===== src/rtl/jads_pkg.sv =====
// shared widths, constants, register indexes and pipeline types of the joystick axis scaler
package jads_pkg;

    localparam int SLOT_W      = 2;
    localparam int RAW_W       = 12;
    localparam int CAL_W       = 12;
    localparam int PCT_W       = 7;
    localparam int CFG_W       = 37;
    localparam int CFG_IDX_W   = 3;
    localparam int OUT_W       = 16;
    localparam int IN_DATA_W   = 16;
    localparam int OUT_USER_W  = 3;
    localparam int Q_W         = 15;
    localparam int NUM_W       = CAL_W + Q_W;
    localparam int PROD_W      = CAL_W + PCT_W;
    localparam int RECIP_W     = 20;
    localparam int RECIP_SHIFT = 26;
    localparam int RPROD_W     = PROD_W + RECIP_W;

    localparam int CAL_REGS     = 4;
    localparam int DEF_ADC_BITS = 12;
    localparam int DEF_NUM_AXES = 4;

    // calibration word layout
    localparam int CAL_MIN_LSB     = 0;
    localparam int CAL_MAX_LSB     = 12;
    localparam int CAL_REST_LSB    = 24;
    localparam int CAL_PRESENT_BIT = 36;

    // register indexes
    localparam logic [CFG_IDX_W-1:0] REG_DEADZONE = 3'd0;
    localparam int                   REG_CAL_BASE = 1;

    // ceil(2^26 / 100): floor(x / 100) = (x * RECIP_100) >> 26 for x below 2^19
    localparam logic [RECIP_W-1:0] RECIP_100 = 20'd671089;
    localparam logic [PCT_W-1:0]   PCT_MAX   = 7'd99;
    localparam logic [PCT_W-1:0]   PCT_RESET = 7'd8;
    localparam logic [OUT_W-1:0]   OUT_MAX   = 16'd32767;

    typedef struct packed {
        logic [SLOT_W-1:0] slot;
        logic              pass;
        logic [RAW_W-1:0]  raw;
        logic              neg;
        logic              zero;
        logic              sat;
    } t_ctl;

endpackage


===== src/rtl/jads_front.sv =====
// front stages: calibration lookup, side travel, dead zone and divider operands
module jads_front
    import jads_pkg::*;
#(
    parameter int  ADC_BITS = DEF_ADC_BITS,
    parameter int  NUM_AXES = DEF_NUM_AXES,
    localparam int NumCal   = (NUM_AXES < CAL_REGS) ? NUM_AXES : CAL_REGS
) (
    input  logic              i_clk,
    input  logic              i_rst_n,
    input  logic              i_valid,
    output logic              o_ready,
    input  logic [SLOT_W-1:0] i_slot,
    input  logic [RAW_W-1:0]  i_raw,
    input  logic [PCT_W-1:0]  i_pct,
    input  logic [CFG_W-1:0]  i_cal [NumCal],
    output logic              o_valid,
    input  logic              i_ready,
    output t_ctl              o_ctl,
    output logic [NUM_W-1:0]  o_num,
    output logic [CAL_W-1:0]  o_den
);

    localparam int               MaskBits = (ADC_BITS < RAW_W) ? ADC_BITS : RAW_W;
    localparam logic [RAW_W-1:0] RawMask  = RAW_W'((64'd1 << MaskBits) - 64'd1);

    logic en1, en2, en3, en4;

    logic r1_valid, r2_valid, r3_valid, r4_valid;
    t_ctl r1_ctl, r2_ctl, r3_ctl, r4_ctl;
    logic [CAL_W-1:0]   r1_mag, r2_mag, r3_mag;
    logic [CAL_W-1:0]   r1_span, r2_span, r3_span;
    logic               r1_nospan, r2_nospan, r3_nospan;
    logic [PCT_W-1:0]   r1_pct;
    logic [PROD_W-1:0]  r2_prod;
    logic [RPROD_W-1:0] r3_rprod;
    logic [NUM_W-1:0]   r4_num;
    logic [CAL_W-1:0]   r4_den;

    // stage 1 combinational
    logic              found;
    logic [CFG_W-1:0]  cal;
    logic [RAW_W-1:0]  raw_m;
    logic [CAL_W-1:0]  cmin, cmax, crest;
    t_ctl              n1_ctl;
    logic [CAL_W-1:0]  n1_mag, n1_span;
    logic              n1_nospan;
    logic [PCT_W-1:0]  n1_pct;

    // stage 4 combinational
    logic [CAL_W-1:0]  dz, numv;
    t_ctl              n4_ctl;
    logic [NUM_W-1:0]  n4_num;
    logic [CAL_W-1:0]  n4_den;

    assign en4     = !r4_valid || i_ready;
    assign en3     = !r3_valid || en4;
    assign en2     = !r2_valid || en3;
    assign en1     = !r1_valid || en2;
    assign o_ready = en1;

    always_comb begin
        found = 1'b0;
        cal   = '0;
        for (int k = 0; k < NumCal; k++) begin
            if (i_slot == SLOT_W'(k)) begin
                found = 1'b1;
                cal   = i_cal[k];
            end
        end
    end

    always_comb begin
        raw_m  = i_raw & RawMask;
        cmin   = cal[CAL_MIN_LSB  +: CAL_W];
        cmax   = cal[CAL_MAX_LSB  +: CAL_W];
        crest  = cal[CAL_REST_LSB +: CAL_W];

        n1_ctl      = '0;
        n1_ctl.slot = i_slot;
        n1_ctl.pass = !(found && cal[CAL_PRESENT_BIT]);
        n1_ctl.raw  = raw_m;
        n1_ctl.neg  = raw_m < crest;

        if (n1_ctl.neg) begin
            n1_mag    = crest - raw_m;
            n1_span   = crest - cmin;
            n1_nospan = cmin >= crest;
        end else begin
            n1_mag    = raw_m - crest;
            n1_span   = cmax - crest;
            n1_nospan = cmax <= crest;
        end
        n1_pct = (i_pct > PCT_MAX) ? PCT_MAX : i_pct;
    end

    always_comb begin
        dz     = r3_rprod[RECIP_SHIFT +: CAL_W];
        numv   = r3_mag - dz;
        n4_ctl = r3_ctl;
        // inside the dead zone, or a side with no travel, gives zero
        n4_ctl.zero = r3_nospan || (r3_mag < dz);
        n4_ctl.sat  = r3_mag >= r3_span;
        // numv * 32767 as a shift and subtract
        n4_num = {numv, {Q_W{1'b0}}} - {{Q_W{1'b0}}, numv};
        n4_den = r3_span - dz;
    end

    always_ff @(posedge i_clk) begin
        if (!i_rst_n) begin
            r1_valid <= 1'b0;
            r2_valid <= 1'b0;
            r3_valid <= 1'b0;
            r4_valid <= 1'b0;
        end else begin
            if (en1) r1_valid <= i_valid;
            if (en2) r2_valid <= r1_valid;
            if (en3) r3_valid <= r2_valid;
            if (en4) r4_valid <= r3_valid;
        end
    end

    always_ff @(posedge i_clk) begin
        if (en1) begin
            r1_ctl    <= n1_ctl;
            r1_mag    <= n1_mag;
            r1_span   <= n1_span;
            r1_nospan <= n1_nospan;
            r1_pct    <= n1_pct;
        end
        if (en2) begin
            r2_ctl    <= r1_ctl;
            r2_mag    <= r1_mag;
            r2_span   <= r1_span;
            r2_nospan <= r1_nospan;
            r2_prod   <= PROD_W'(r1_span) * PROD_W'(r1_pct);
        end
        if (en3) begin
            r3_ctl    <= r2_ctl;
            r3_mag    <= r2_mag;
            r3_span   <= r2_span;
            r3_nospan <= r2_nospan;
            r3_rprod  <= RPROD_W'(r2_prod) * RPROD_W'(RECIP_100);
        end
        if (en4) begin
            r4_ctl <= n4_ctl;
            r4_num <= n4_num;
            r4_den <= n4_den;
        end
    end

    assign o_valid = r4_valid;
    assign o_ctl   = r4_ctl;
    assign o_num   = r4_num;
    assign o_den   = r4_den;

endmodule


===== src/rtl/jads_div.sv =====
// pipelined restoring divider, one quotient bit per stage
module jads_div
    import jads_pkg::*;
(
    input  logic             i_clk,
    input  logic             i_rst_n,
    input  logic             i_valid,
    output logic             o_ready,
    input  t_ctl             i_ctl,
    input  logic [NUM_W-1:0] i_num,
    input  logic [CAL_W-1:0] i_den,
    output logic             o_valid,
    input  logic             i_ready,
    output t_ctl             o_ctl,
    output logic [Q_W-1:0]   o_q
);

    logic [Q_W:0]     en;
    logic             r_valid [Q_W];
    logic [CAL_W-1:0] r_rem   [Q_W];
    logic [Q_W-1:0]   r_lo    [Q_W];
    logic [Q_W-1:0]   r_q     [Q_W];
    logic [CAL_W-1:0] r_den   [Q_W];
    t_ctl             r_ctl   [Q_W];

    logic             n_valid [Q_W];
    logic [CAL_W-1:0] n_rem   [Q_W];
    logic [Q_W-1:0]   n_lo    [Q_W];
    logic [Q_W-1:0]   n_q     [Q_W];
    logic [CAL_W-1:0] n_den   [Q_W];
    t_ctl             n_ctl   [Q_W];

    always_comb begin
        en[Q_W] = i_ready;
        for (int k = Q_W - 1; k >= 0; k--) begin
            en[k] = !r_valid[k] || en[k+1];
        end
    end

    assign o_ready = en[0];

    always_comb begin
        logic [CAL_W-1:0] rem_in;
        logic [Q_W-1:0]   lo_in;
        logic [Q_W-1:0]   q_in;
        logic [CAL_W-1:0] den_in;
        t_ctl             ctl_in;
        logic             v_in;
        logic [CAL_W:0]   trial;
        logic             ge;
        for (int k = 0; k < Q_W; k++) begin
            if (k == 0) begin
                // the numerator's top bits are already below the divisor
                rem_in = i_num[NUM_W-1 -: CAL_W];
                lo_in  = i_num[Q_W-1:0];
                q_in   = '0;
                den_in = i_den;
                ctl_in = i_ctl;
                v_in   = i_valid;
            end else begin
                rem_in = r_rem[k-1];
                lo_in  = r_lo[k-1];
                q_in   = r_q[k-1];
                den_in = r_den[k-1];
                ctl_in = r_ctl[k-1];
                v_in   = r_valid[k-1];
            end
            trial      = {rem_in, lo_in[Q_W-1]};
            ge         = trial >= {1'b0, den_in};
            n_rem[k]   = ge ? CAL_W'(trial - {1'b0, den_in}) : trial[CAL_W-1:0];
            n_lo[k]    = {lo_in[Q_W-2:0], 1'b0};
            n_q[k]     = {q_in[Q_W-2:0], ge};
            n_den[k]   = den_in;
            n_ctl[k]   = ctl_in;
            n_valid[k] = v_in;
        end
    end

    always_ff @(posedge i_clk) begin
        if (!i_rst_n) begin
            for (int k = 0; k < Q_W; k++) r_valid[k] <= 1'b0;
        end else begin
            for (int k = 0; k < Q_W; k++) begin
                if (en[k]) r_valid[k] <= n_valid[k];
            end
        end
    end

    always_ff @(posedge i_clk) begin
        for (int k = 0; k < Q_W; k++) begin
            if (en[k]) begin
                r_rem[k] <= n_rem[k];
                r_lo[k]  <= n_lo[k];
                r_q[k]   <= n_q[k];
                r_den[k] <= n_den[k];
                r_ctl[k] <= n_ctl[k];
            end
        end
    end

    assign o_valid = r_valid[Q_W-1];
    assign o_ctl   = r_ctl[Q_W-1];
    assign o_q     = r_q[Q_W-1];

endmodule


===== src/rtl/joystick_axis_deadzone_scaler.sv =====
// top level: configuration registers, front stages, divider and output register
//
// Centers, dead-zones and scales raw joystick ADC samples per axis.
// Input stream: s_axis_tdata carries the raw sample, s_axis_tuser the axis slot.
// Output stream: m_axis_tdata carries the signed result, m_axis_tuser the slot
// and a pass-through flag (set when the axis is not marked present, the raw
// sample then comes back unchanged).
// Configuration: one write request per cycle on i_cfg_*, always accepted;
// index 0 is the dead zone percent, indexes 1 to 4 the axis calibration words.
// Write configuration only while no sample is in flight.
// Pipeline: four front stages (lookup, two multiplier stages, operand prep),
// fifteen divider stages giving one quotient bit each, and the output register.
// Throughput: one sample per cycle while the receiver is ready.
// Reset clears all in-flight requests, sets the dead zone to 8 percent and
// marks every axis absent.
// When the receiver stalls, the result holds on the output and each stage
// keeps its item; bubbles still fill, so input is taken until the pipe is full.
module joystick_axis_deadzone_scaler
    import jads_pkg::*;
#(
    parameter int ADC_BITS = DEF_ADC_BITS,
    parameter int NUM_AXES = DEF_NUM_AXES
) (
    input  logic                  i_clk,
    input  logic                  i_rst_n,
    input  logic                  s_axis_tvalid,
    output logic                  s_axis_tready,
    input  logic [IN_DATA_W-1:0]  s_axis_tdata,   // [11:0] raw_value
    input  logic [SLOT_W-1:0]     s_axis_tuser,   // [1:0] axis_slot
    output logic                  m_axis_tvalid,
    input  logic                  m_axis_tready,
    output logic [OUT_W-1:0]      m_axis_tdata,   // [15:0] scaled_value
    output logic [OUT_USER_W-1:0] m_axis_tuser,   // [1:0] axis_slot_out, [2] passed_through
    input  logic                  i_cfg_valid,
    output logic                  o_cfg_ready,
    input  logic [CFG_IDX_W-1:0]  i_cfg_index,
    input  logic [CFG_W-1:0]      i_cfg_data
);

    localparam int NumCal = (NUM_AXES < CAL_REGS) ? NUM_AXES : CAL_REGS;

    logic [PCT_W-1:0] r_pct;
    logic [CFG_W-1:0] r_cal [NumCal];

    logic             fr_valid, fr_ready;
    t_ctl             fr_ctl;
    logic [NUM_W-1:0] fr_num;
    logic [CAL_W-1:0] fr_den;

    logic             dv_valid, dv_ready;
    t_ctl             dv_ctl;
    logic [Q_W-1:0]   dv_q;

    logic                  r_out_valid;
    logic [OUT_W-1:0]      r_out_data;
    logic [OUT_USER_W-1:0] r_out_user;
    logic [OUT_W-1:0]      n_out_data;
    logic [OUT_W-1:0]      mag;

    assign o_cfg_ready = 1'b1;

    always_ff @(posedge i_clk) begin
        if (!i_rst_n) begin
            r_pct <= PCT_RESET;
            for (int k = 0; k < NumCal; k++) r_cal[k] <= '0;
        end else if (i_cfg_valid) begin
            if (i_cfg_index == REG_DEADZONE) r_pct <= i_cfg_data[PCT_W-1:0];
            for (int k = 0; k < NumCal; k++) begin
                if (i_cfg_index == CFG_IDX_W'(REG_CAL_BASE + k)) r_cal[k] <= i_cfg_data;
            end
        end
    end

    jads_front #(
        .ADC_BITS (ADC_BITS),
        .NUM_AXES (NUM_AXES)
    ) u_front (
        .i_clk   (i_clk),
        .i_rst_n (i_rst_n),
        .i_valid (s_axis_tvalid),
        .o_ready (s_axis_tready),
        .i_slot  (s_axis_tuser),
        .i_raw   (s_axis_tdata[RAW_W-1:0]),
        .i_pct   (r_pct),
        .i_cal   (r_cal),
        .o_valid (fr_valid),
        .i_ready (fr_ready),
        .o_ctl   (fr_ctl),
        .o_num   (fr_num),
        .o_den   (fr_den)
    );

    jads_div u_div (
        .i_clk   (i_clk),
        .i_rst_n (i_rst_n),
        .i_valid (fr_valid),
        .o_ready (fr_ready),
        .i_ctl   (fr_ctl),
        .i_num   (fr_num),
        .i_den   (fr_den),
        .o_valid (dv_valid),
        .i_ready (dv_ready),
        .o_ctl   (dv_ctl),
        .o_q     (dv_q)
    );

    assign dv_ready = !r_out_valid || m_axis_tready;

    always_comb begin
        priority if (dv_ctl.zero) begin
            mag = '0;
        end else if (dv_ctl.sat) begin
            mag = OUT_MAX;
        end else begin
            mag = {1'b0, dv_q};
        end

        if (dv_ctl.pass) begin
            n_out_data = {{(OUT_W-RAW_W){1'b0}}, dv_ctl.raw};
        end else if (dv_ctl.neg) begin
            n_out_data = -mag;
        end else begin
            n_out_data = mag;
        end
    end

    always_ff @(posedge i_clk) begin
        if (!i_rst_n) begin
            r_out_valid <= 1'b0;
        end else if (dv_ready) begin
            r_out_valid <= dv_valid;
        end
    end

    always_ff @(posedge i_clk) begin
        if (dv_ready) begin
            r_out_data <= n_out_data;
            r_out_user <= {dv_ctl.pass, dv_ctl.slot};
        end
    end

    assign m_axis_tvalid = r_out_valid;
    assign m_axis_tdata  = r_out_data;
    assign m_axis_tuser  = r_out_user;

endmodule


===== config.mk =====
export PLATFORM = sky130hd
export DESIGN_NAME = joystick_axis_deadzone_scaler
export DESIGN_NICKNAME = d
export VERILOG_FILES = /design/src/rtl/jads_pkg.sv /design/src/rtl/jads_front.sv /design/src/rtl/jads_div.sv /design/src/rtl/joystick_axis_deadzone_scaler.sv
export SDC_FILE = /design/constraint.sdc
export NUM_CORES = 2
export LEC_CHECK = 0
export ABC_CLOCK_PERIOD_IN_PS = 9900
export BUFFER_PORTS_ARGS = -buffer_cell sky130_fd_sc_hd__clkbuf_2
export CORE_MARGIN = 4
export CORE_UTILIZATION = 62
export CTS_CLUSTER_DIAMETER = 80
export DETAILED_ROUTE_END_ITERATION = 8
export GPL_ROUTABILITY_DRIVEN = 0
export GPL_TIMING_DRIVEN = 0
export PLACE_DENSITY_LB_ADDON = 0.12
export SYNTH_ARGS = -nofsm -noshare
export SYNTH_HDL_FRONTEND = slang
export SYNTH_SLANG_ARGS = --single-unit

===== constraint.sdc =====
create_clock -name i_clk -period 9.9 [get_ports i_clk]
set_input_delay 0.99 -clock i_clk [delete_from_list [all_inputs] [get_ports i_clk]]
set_output_delay 0.99 -clock i_clk [all_outputs]
set_load 0.03 [all_outputs]

Yosys cells after proc, flatten, opt, wreduce, memory -nomap -nowiden
Memory sizes are Yosys's and may differ from the RTL's.
Index checks and enable logic that the tools add are counted.
- flip-flop bits (word level): 423
- memories: 6
- output and inout bits: 22
- memory bits (read-only): 0
- latch bits: 0
- bits of input ports: 63
- word-level logic and storage cells: 275
- bits in writable memories: 1080
- $add $sub $neg: 23
- equal/unequal tests: 7
- shift-type cells: 0
- mux-type cells: 106
- bitwise operators: 15
- reduce and logical (&&, ||, !) cells: 50
- multipliers: 2
- $lt $le $gt $ge: 21
- divide/modulo/power cells: 0
- memory list (name ; words ; bits a word ; read ports ; clocked after memory_dff ; write ports ; RTL line ; source):
    u_div.r_ctl ; 15 ; 18 ; 15 ; 0 ; 15 ; jads_div.sv:24 ; t_ctl r_ctl [Q_W];
    u_div.r_q ; 15 ; 15 ; 15 ; 0 ; 15 ; jads_div.sv:22 ; logic [Q_W-1:0] r_q [Q_W];
    u_div.r_lo ; 15 ; 14 ; 14 ; 0 ; 15 ; jads_div.sv:21 ; logic [Q_W-1:0] r_lo [Q_W];
    u_div.r_den ; 15 ; 12 ; 14 ; 0 ; 15 ; jads_div.sv:23 ; logic [CAL_W-1:0] r_den [Q_W];
    u_div.r_rem ; 15 ; 12 ; 14 ; 0 ; 15 ; jads_div.sv:20 ; logic [CAL_W-1:0] r_rem [Q_W];
    u_div.r_valid ; 15 ; 1 ; 15 ; 0 ; 15 ; jads_div.sv:19 ; logic r_valid [Q_W];
- operator list (operator ; number):
    12-bit subtractor ; 21
    12-bit 2-to-1 mux ; 18
    13-bit by 12-bit >= comparator with 1-bit output ; 15
    37-bit 2-to-1 mux ; 4
    1-bit 2-to-1 mux ; 81
    19-bit by 20-bit multiplier with 38-bit output, second input constant ; 1
    15-bit 2-to-1 mux ; 2
    27-bit by 12-bit subtractor with 27-bit output ; 1
    12-bit >= comparator ; 2
    12-bit < comparator ; 2
    1-bit zero test ; 21
    1-bit logical OR ; 21
    12-bit by 7-bit multiplier with 19-bit output ; 1
    16-bit 2-to-1 mux ; 1
    16-bit negator ; 1
    1-bit bitwise OR ; 15
    12-bit less-or-equal comparator ; 1
    2-bit AND reduction ; 5
    7-bit greater-than comparator, second input constant ; 1
    3-bit by 2-bit == test with 1-bit output, second input constant ; 2
    2-bit == test, second input constant ; 2
    3-bit by 1-bit == test with 1-bit output, second input constant ; 1
    3-bit == test, second input constant ; 1
    3-bit zero test ; 1
    3 further kinds ; 3

Logic depth before layout (Yosys ltp)
- word-level depth: 21
- gate-level depth with buffers: 22
- gate-level depth less buffers: 22

Hierarchy
Synthesis repeated with hierarchy kept, for this count alone.
- cell total of the unflattened synthesis: 4948
- area total of the unflattened synthesis: 63184.3 um2
- by module, submodules not included (module ; times used ; area each (um2) ; cells each ; sequential area each (um2)):
    jads_div ; 1 ; 36022.0 ; 2353 ; 25394.4
    jads_front ; 1 ; 20110.5 ; 1767 ; 6626.4
    joystick_axis_deadzone_scaler ; 1 ; 7051.8 ; 828 ; 3693.5

Worst setup path before layout
OpenSTA, ideal clock, no wires.
- path type: reg-to-reg
- start point: register u_front.r2_prod[8]
- end point: register u_front.r3_rprod[37] (data pin)
- arrival time: 5.792 ns
- setup time: 0.136 ns
- buffers on the path: 0
- stages on the path, launching flop included: 21
- data required time: 9.764 ns
- slack: 3.972 ns
- path through: edfxtp_1 -> fa_1 -> inv_1 -> fa_1 -> fa_1 -> inv_1 -> fa_1 -> fa_1 -> inv_1 -> fa_1 -> inv_1 -> ha_1 -> o21ai_0 -> nor2_1 -> o31ai_1 -> a31oi_1 -> o21ai_0 -> o21ai_1 -> o41a_1 -> or4_1 -> nand3_1
- word-level cells in the longest chain between the ends: 1
- ends and longest elaborated chain (item ; RTL line ; source):
    from (decl) ; jads_front.sv:35 ; logic [PROD_W-1:0] r2_prod;
    from (signal assigned) ; jads_front.sv:136 ; r2_prod <= PROD_W'(r1_span) * PROD_W'(r1_pct);
    19-bit by 20-bit multiplier with 38-bit output ; jads_front.sv:143 ; r3_rprod <= RPROD_W'(r2_prod) * RPROD_W'(RECIP_100);
    to (signal assigned) ; jads_front.sv:143 ;
    to (decl) ; jads_front.sv:36 ; logic [RPROD_W-1:0] r3_rprod;
Every way passes these cells.
A chain may end at the register's enable or synchronous reset.

Final worst setup path
- start point: register u_front.r2_prod[13]
- end point: register u_front.r3_rprod[36] (data pin)
Same word-level chain as after synthesis.

==> tab_implementation.tex <==
\begin{tabular}{lr}
\hline
Metric & Value \\
\hline
\multicolumn{2}{l}{\textbf{STA}} \\
\quad Tightest Pin Transition & $\sim$1100 ps \\
\quad Final Hold Violating Endpoints & 0 \\
\quad Max Slew Vio Count & 0 \\
\quad Relative slew margins & 0.263 \\
\quad RSZ-0062 raised after global routing & false \\
\quad Final critical delay including setup and external delays & just over 7000 ps \\
\quad Fin crit share & 0.731 \\
\quad Highest clock rate & 138 MHz \\
\quad Setup violations, final & 0 \\
\quad Worst-case clock skew & 109 ps \\
\quad Total Negative Setup Slacks & 0 ps \\
\multicolumn{2}{l}{\textbf{CTS}} \\
\quad Clock transition time at the flip-flop clock pins of the worst setup and hold paths & 70 ps \\
\quad Num Clock Sinks & 1243 \\
\quad Hold buffer count at cts & 0 \\
\quad Number of buffers added for setup after CTS & 0 \\
\quad Root buffer cell & sky130\_fd\_sc\_hd\_\_clkbuf\_16 \\
\quad Total number of H-tree levels & 3 \\
\quad TritonCTS buffer count & 120 \\
\quad CTS tree & built \\
\quad Count of cells resized by post-cts repair & 0 \\
\quad Max Root-Sink Buffers & 3 \\
\quad Clk Latency, worst-skew pair & 750 ps \\
\multicolumn{2}{l}{\textbf{Logic synthesis}} \\
\quad Synth Net Count & approximately 5500 \\
\quad Portion of the post-synthesis area used by sequential elements & 0.574 \\
\quad Most area-hungry cell type in the Yosys netlist & sky130\_fd\_sc\_hd\_\_edfxtp\_1 \\
\quad Count of mapped cells out of synthesis & 4792 \\
\quad Top area cells in the synthesized netlist & sky130\_fd\_sc\_hd\_\_edfxtp\_1 52\%, sky130\_fd\_sc\_hd\_\_ha\_1 9.3\%, sky130\_fd\_sc\_hd\_\_fa\_1 6.2\% \\
\quad Area of the mapped netlist & about 62000 sq um \\
\quad Most frequently used flop master after synthesis & sky130\_fd\_sc\_hd\_\_edfxtp\_1 \\
\quad Count of flip-flops with a built-in enable after synthesis & 1082 \\
\quad Share of the synthesized area in the top cell type & 0.522 \\
\quad Yosys reg bits & around 1200 \\
\quad Yosys warnings & 0 \\
\quad Synthesized area divided by synthesized cell count & between 10 and 15 sq um \\
\quad Count of distinct cell types in the synthesized netlist & 88 \\
\quad Async SR Flop Fraction & 0 \\
\multicolumn{2}{l}{\textbf{Placed design}} \\
\quad DPL Wire Length & around 86000 microns \\
\quad Number of buffers inserted by port buffering & 78 \\
\quad Total placed cells including tap cells & approximately 6000 \\
\multicolumn{2}{l}{\textbf{Global routing}} \\
\quad Leftover overflow at the end of global routing & 0 \\
\quad First-pass GRT wire length & 193000 microns \\
\quad Initial antenna violation count & 7 \\
\quad Tot GR Track Use & 0.227 \\
\quad Largest net degree at the start of global routing & 61 \\
\quad Number of global-route vias before repair & approximately 37000 \\
\multicolumn{2}{l}{\textbf{Cells and area}} \\
\quad Share of cells above drive strength 1 & 0.102 \\
\quad Most common library cell in the layout ignoring fill and taps & sky130\_fd\_sc\_hd\_\_edfxtp\_1 \\
\quad Synthesis-to-layout area growth & 10.5\% \\
\quad Final core utilization & 0.695 \\
\quad Final \#Nets & approximately 5700 \\
\quad Most used cells in the layout excluding fill and tap cells & 1082 x sky130\_fd\_sc\_hd\_\_edfxtp\_1, 624 x sky130\_fd\_sc\_hd\_\_inv\_1, 499 x sky130\_fd\_sc\_hd\_\_nand2\_1, 462 x sky130\_fd\_sc\_hd\_\_ha\_1, 193 x sky130\_fd\_sc\_hd\_\_fa\_1 \\
\quad Count of placed standard cells in the final layout, fillers left out & 6403 \\
\multicolumn{2}{l}{\textbf{Route}} \\
\quad 1st-pass router iterations & 5 \\
\quad Routed wire per std cell & 18.7 microns \\
\quad Final wirelength & 120000 microns \\
\quad Post-DRT Antenna Nets & 0 \\
\quad DR DRC count & 0 \\
\quad Drt initial violations & approximately 2500 \\
\quad Number of vias in the routed layout & between 30000 and 40000 \\
\quad Average via count per standard cell & $\sim$5.7 \\
\multicolumn{2}{l}{\textbf{Setup path}} \\
\quad Arrival time at the worst endpoint & about 7800 ps \\
\quad Largest fanout of any net on the critical path & 6 \\
\quad Data required, critical path & roughly 10000 ps \\
\quad Worst setup path category & register to register \\
\quad CP endpoint kind & register \\
\quad Type of element launching the critical path & register \\
\quad Number of cells on the worst reg-to-reg path & 18 \\
\multicolumn{2}{l}{\textbf{Die}} \\
\quad Top-level I/O count & 85 \\
\quad Die span in y & around 320 microns \\
\quad Die footprint & 106000 sq um \\
\quad Chip width & 325 microns \\
\quad Number of cell rows & $\sim$120 \\
\quad Placeable core region & roughly 100000 sq um \\
\quad Starting Density & 0.629 \\
\multicolumn{2}{l}{\textbf{Run}} \\
\quad Max\_cap viols & 0 \\
\multicolumn{2}{l}{\textbf{Worst hold path}} \\
\quad Hold WC Path Type & register to register \\
\quad Worst hold stages & 0 \\
\multicolumn{2}{l}{\textbf{Run status}} \\
\quad Result of the run & finished clean \\
\hline
\end{tabular}
-- per-layer routing --
| layer | track usage | vias up | wire [microns] |
|---|---|---|---|
| li1 | - | 17300 | - |
| met1 | 0.287 | 17800 | 49400 |
| met2 | 0.407 | 826 | 61600 |
| met3 | 0.0328 | 234 | 5090 |
| met4 | 0.0712 | 4 | 3570 |
| met5 | 0 | - | 27 |
-- registers in the layout (all words and copies together), names as in the netlist, 18 cells and up --
signal / count
u_div.r_ctl: 270
u_div.r_den: 168
u_div.r_rem: 168
r_cal: 148
u_div.r_q: 120
u_div.r_lo: 105
u_front.o_num: 27
u_front.r2_prod: 19
u_front.o_ctl: 18
-- cell type report --
class / instances / area (sq um)
flip-flops and latches: 1243 / 35700
fillers: 6890 / 30200
multi-input cells: 2806 / 23700
clock buffers: 157 / 3270
inverters: 637 / 2390
well taps: 1287 / 1610
clock inverters: 69 / 906
repair buffers: 95 / 731
plain buffers: 106 / 428
diodes: 3 / 7.51
-- synth_stat cells, types with 12 or more instances --
library cell	n
sky130_fd_sc_hd__edfxtp_1	1082
sky130_fd_sc_hd__inv_1	635
sky130_fd_sc_hd__nand2_1	506
sky130_fd_sc_hd__ha_1	462
sky130_fd_sc_hd__fa_1	193
sky130_fd_sc_hd__a21boi_0	162
sky130_fd_sc_hd__dfxtp_1	161
sky130_fd_sc_hd__nor2_1	159
sky130_fd_sc_hd__xnor2_1	148
sky130_fd_sc_hd__a21oi_1	146
sky130_fd_sc_hd__mux2_2	114
sky130_fd_sc_hd__o21ai_0	105
sky130_fd_sc_hd__clkbuf_1	73
sky130_fd_sc_hd__nor3_1	62
sky130_fd_sc_hd__xor2_1	62
sky130_fd_sc_hd__a21o_1	61
sky130_fd_sc_hd__nand2b_1	54
sky130_fd_sc_hd__nor2b_1	53
sky130_fd_sc_hd__mux2i_1	45
sky130_fd_sc_hd__nand3_1	42
sky130_fd_sc_hd__and2_1	38
sky130_fd_sc_hd__mux4_2	37
sky130_fd_sc_hd__and3_1	33
sky130_fd_sc_hd__nand4_1	33
sky130_fd_sc_hd__o21bai_1	28
sky130_fd_sc_hd__a211oi_1	21
sky130_fd_sc_hd__a31oi_1	21
sky130_fd_sc_hd__buf_2	21
sky130_fd_sc_hd__o21a_1	20
sky130_fd_sc_hd__o31ai_1	14
sky130_fd_sc_hd__nor4_1	13
sky130_fd_sc_hd__or2_2	13
sky130_fd_sc_hd__a2111oi_0	12
sky130_fd_sc_hd__o32ai_1	12
-- worst max-delay path: stages, from the launching register on --
cell	delay, ps
sky130_fd_sc_hd__edfxtp_1	620
sky130_fd_sc_hd__fa_1	760
sky130_fd_sc_hd__fa_1	480
sky130_fd_sc_hd__fa_1	520
sky130_fd_sc_hd__fa_1	530
sky130_fd_sc_hd__fa_1	540
sky130_fd_sc_hd__inv_1	50
sky130_fd_sc_hd__fa_1	530
sky130_fd_sc_hd__inv_1	40
sky130_fd_sc_hd__ha_1	290
sky130_fd_sc_hd__nand3_1	170
sky130_fd_sc_hd__nor4_1	720
sky130_fd_sc_hd__o211ai_1	360
sky130_fd_sc_hd__a31oi_1	400
sky130_fd_sc_hd__o21ai_0	200
sky130_fd_sc_hd__o21ai_1	250
sky130_fd_sc_hd__o41a_1	260
sky130_fd_sc_hd__a21oi_1	110
sky130_fd_sc_hd__xnor2_1	270
-- cell families (layout without fill, tap and decap cells) --
family / count (synthesis) / count (layout) / share of synthesized area
AO/OA/AOI/OAI: 703 / 703 / 0.0781
XOR/XNOR: 210 / 210 / 0.0295
adder cells (fa/ha/maj): 655 / 655 / 0.155
buffers and inverters: 743 / 1064 / 0.0453
flip-flops: 1243 / 1243 / 0.574
multiplexers: 196 / 196 / 0.0412
other: 1 / 4 / 0.0000602
AND/OR/NAND/NOR: 1041 / 1041 / 0.0772
-- final timing paths --
check / start / end / slack, ps
setup / recovery: u_front.r2_prod[13] / u_front.r3_rprod[36] / 2670
hold / removal: u_front.o_num[9] / u_div.r_lo[0][9] / 350
setup reg to reg: u_front.r2_prod[13] / u_front.r3_rprod[36] / 2670
hold reg to reg: u_front.o_num[9] / u_div.r_lo[0][9] / 350
-- metrics by stage --
stage                     setup WS [ps]  hold WS [ps]  instance area, sq um
after global routing               2350           357                 68800
after CTS                          2530           345                 68800
after detailed placement           2480           405                 64600
after global placement             2550           400                 64300
after floorplan                    3970           400                 62300
final                              2670           349                 68800
Power is left out: the tool's default activity adds up to more than one toggle a clock period on the data nets, which glitch-free logic cannot reach.
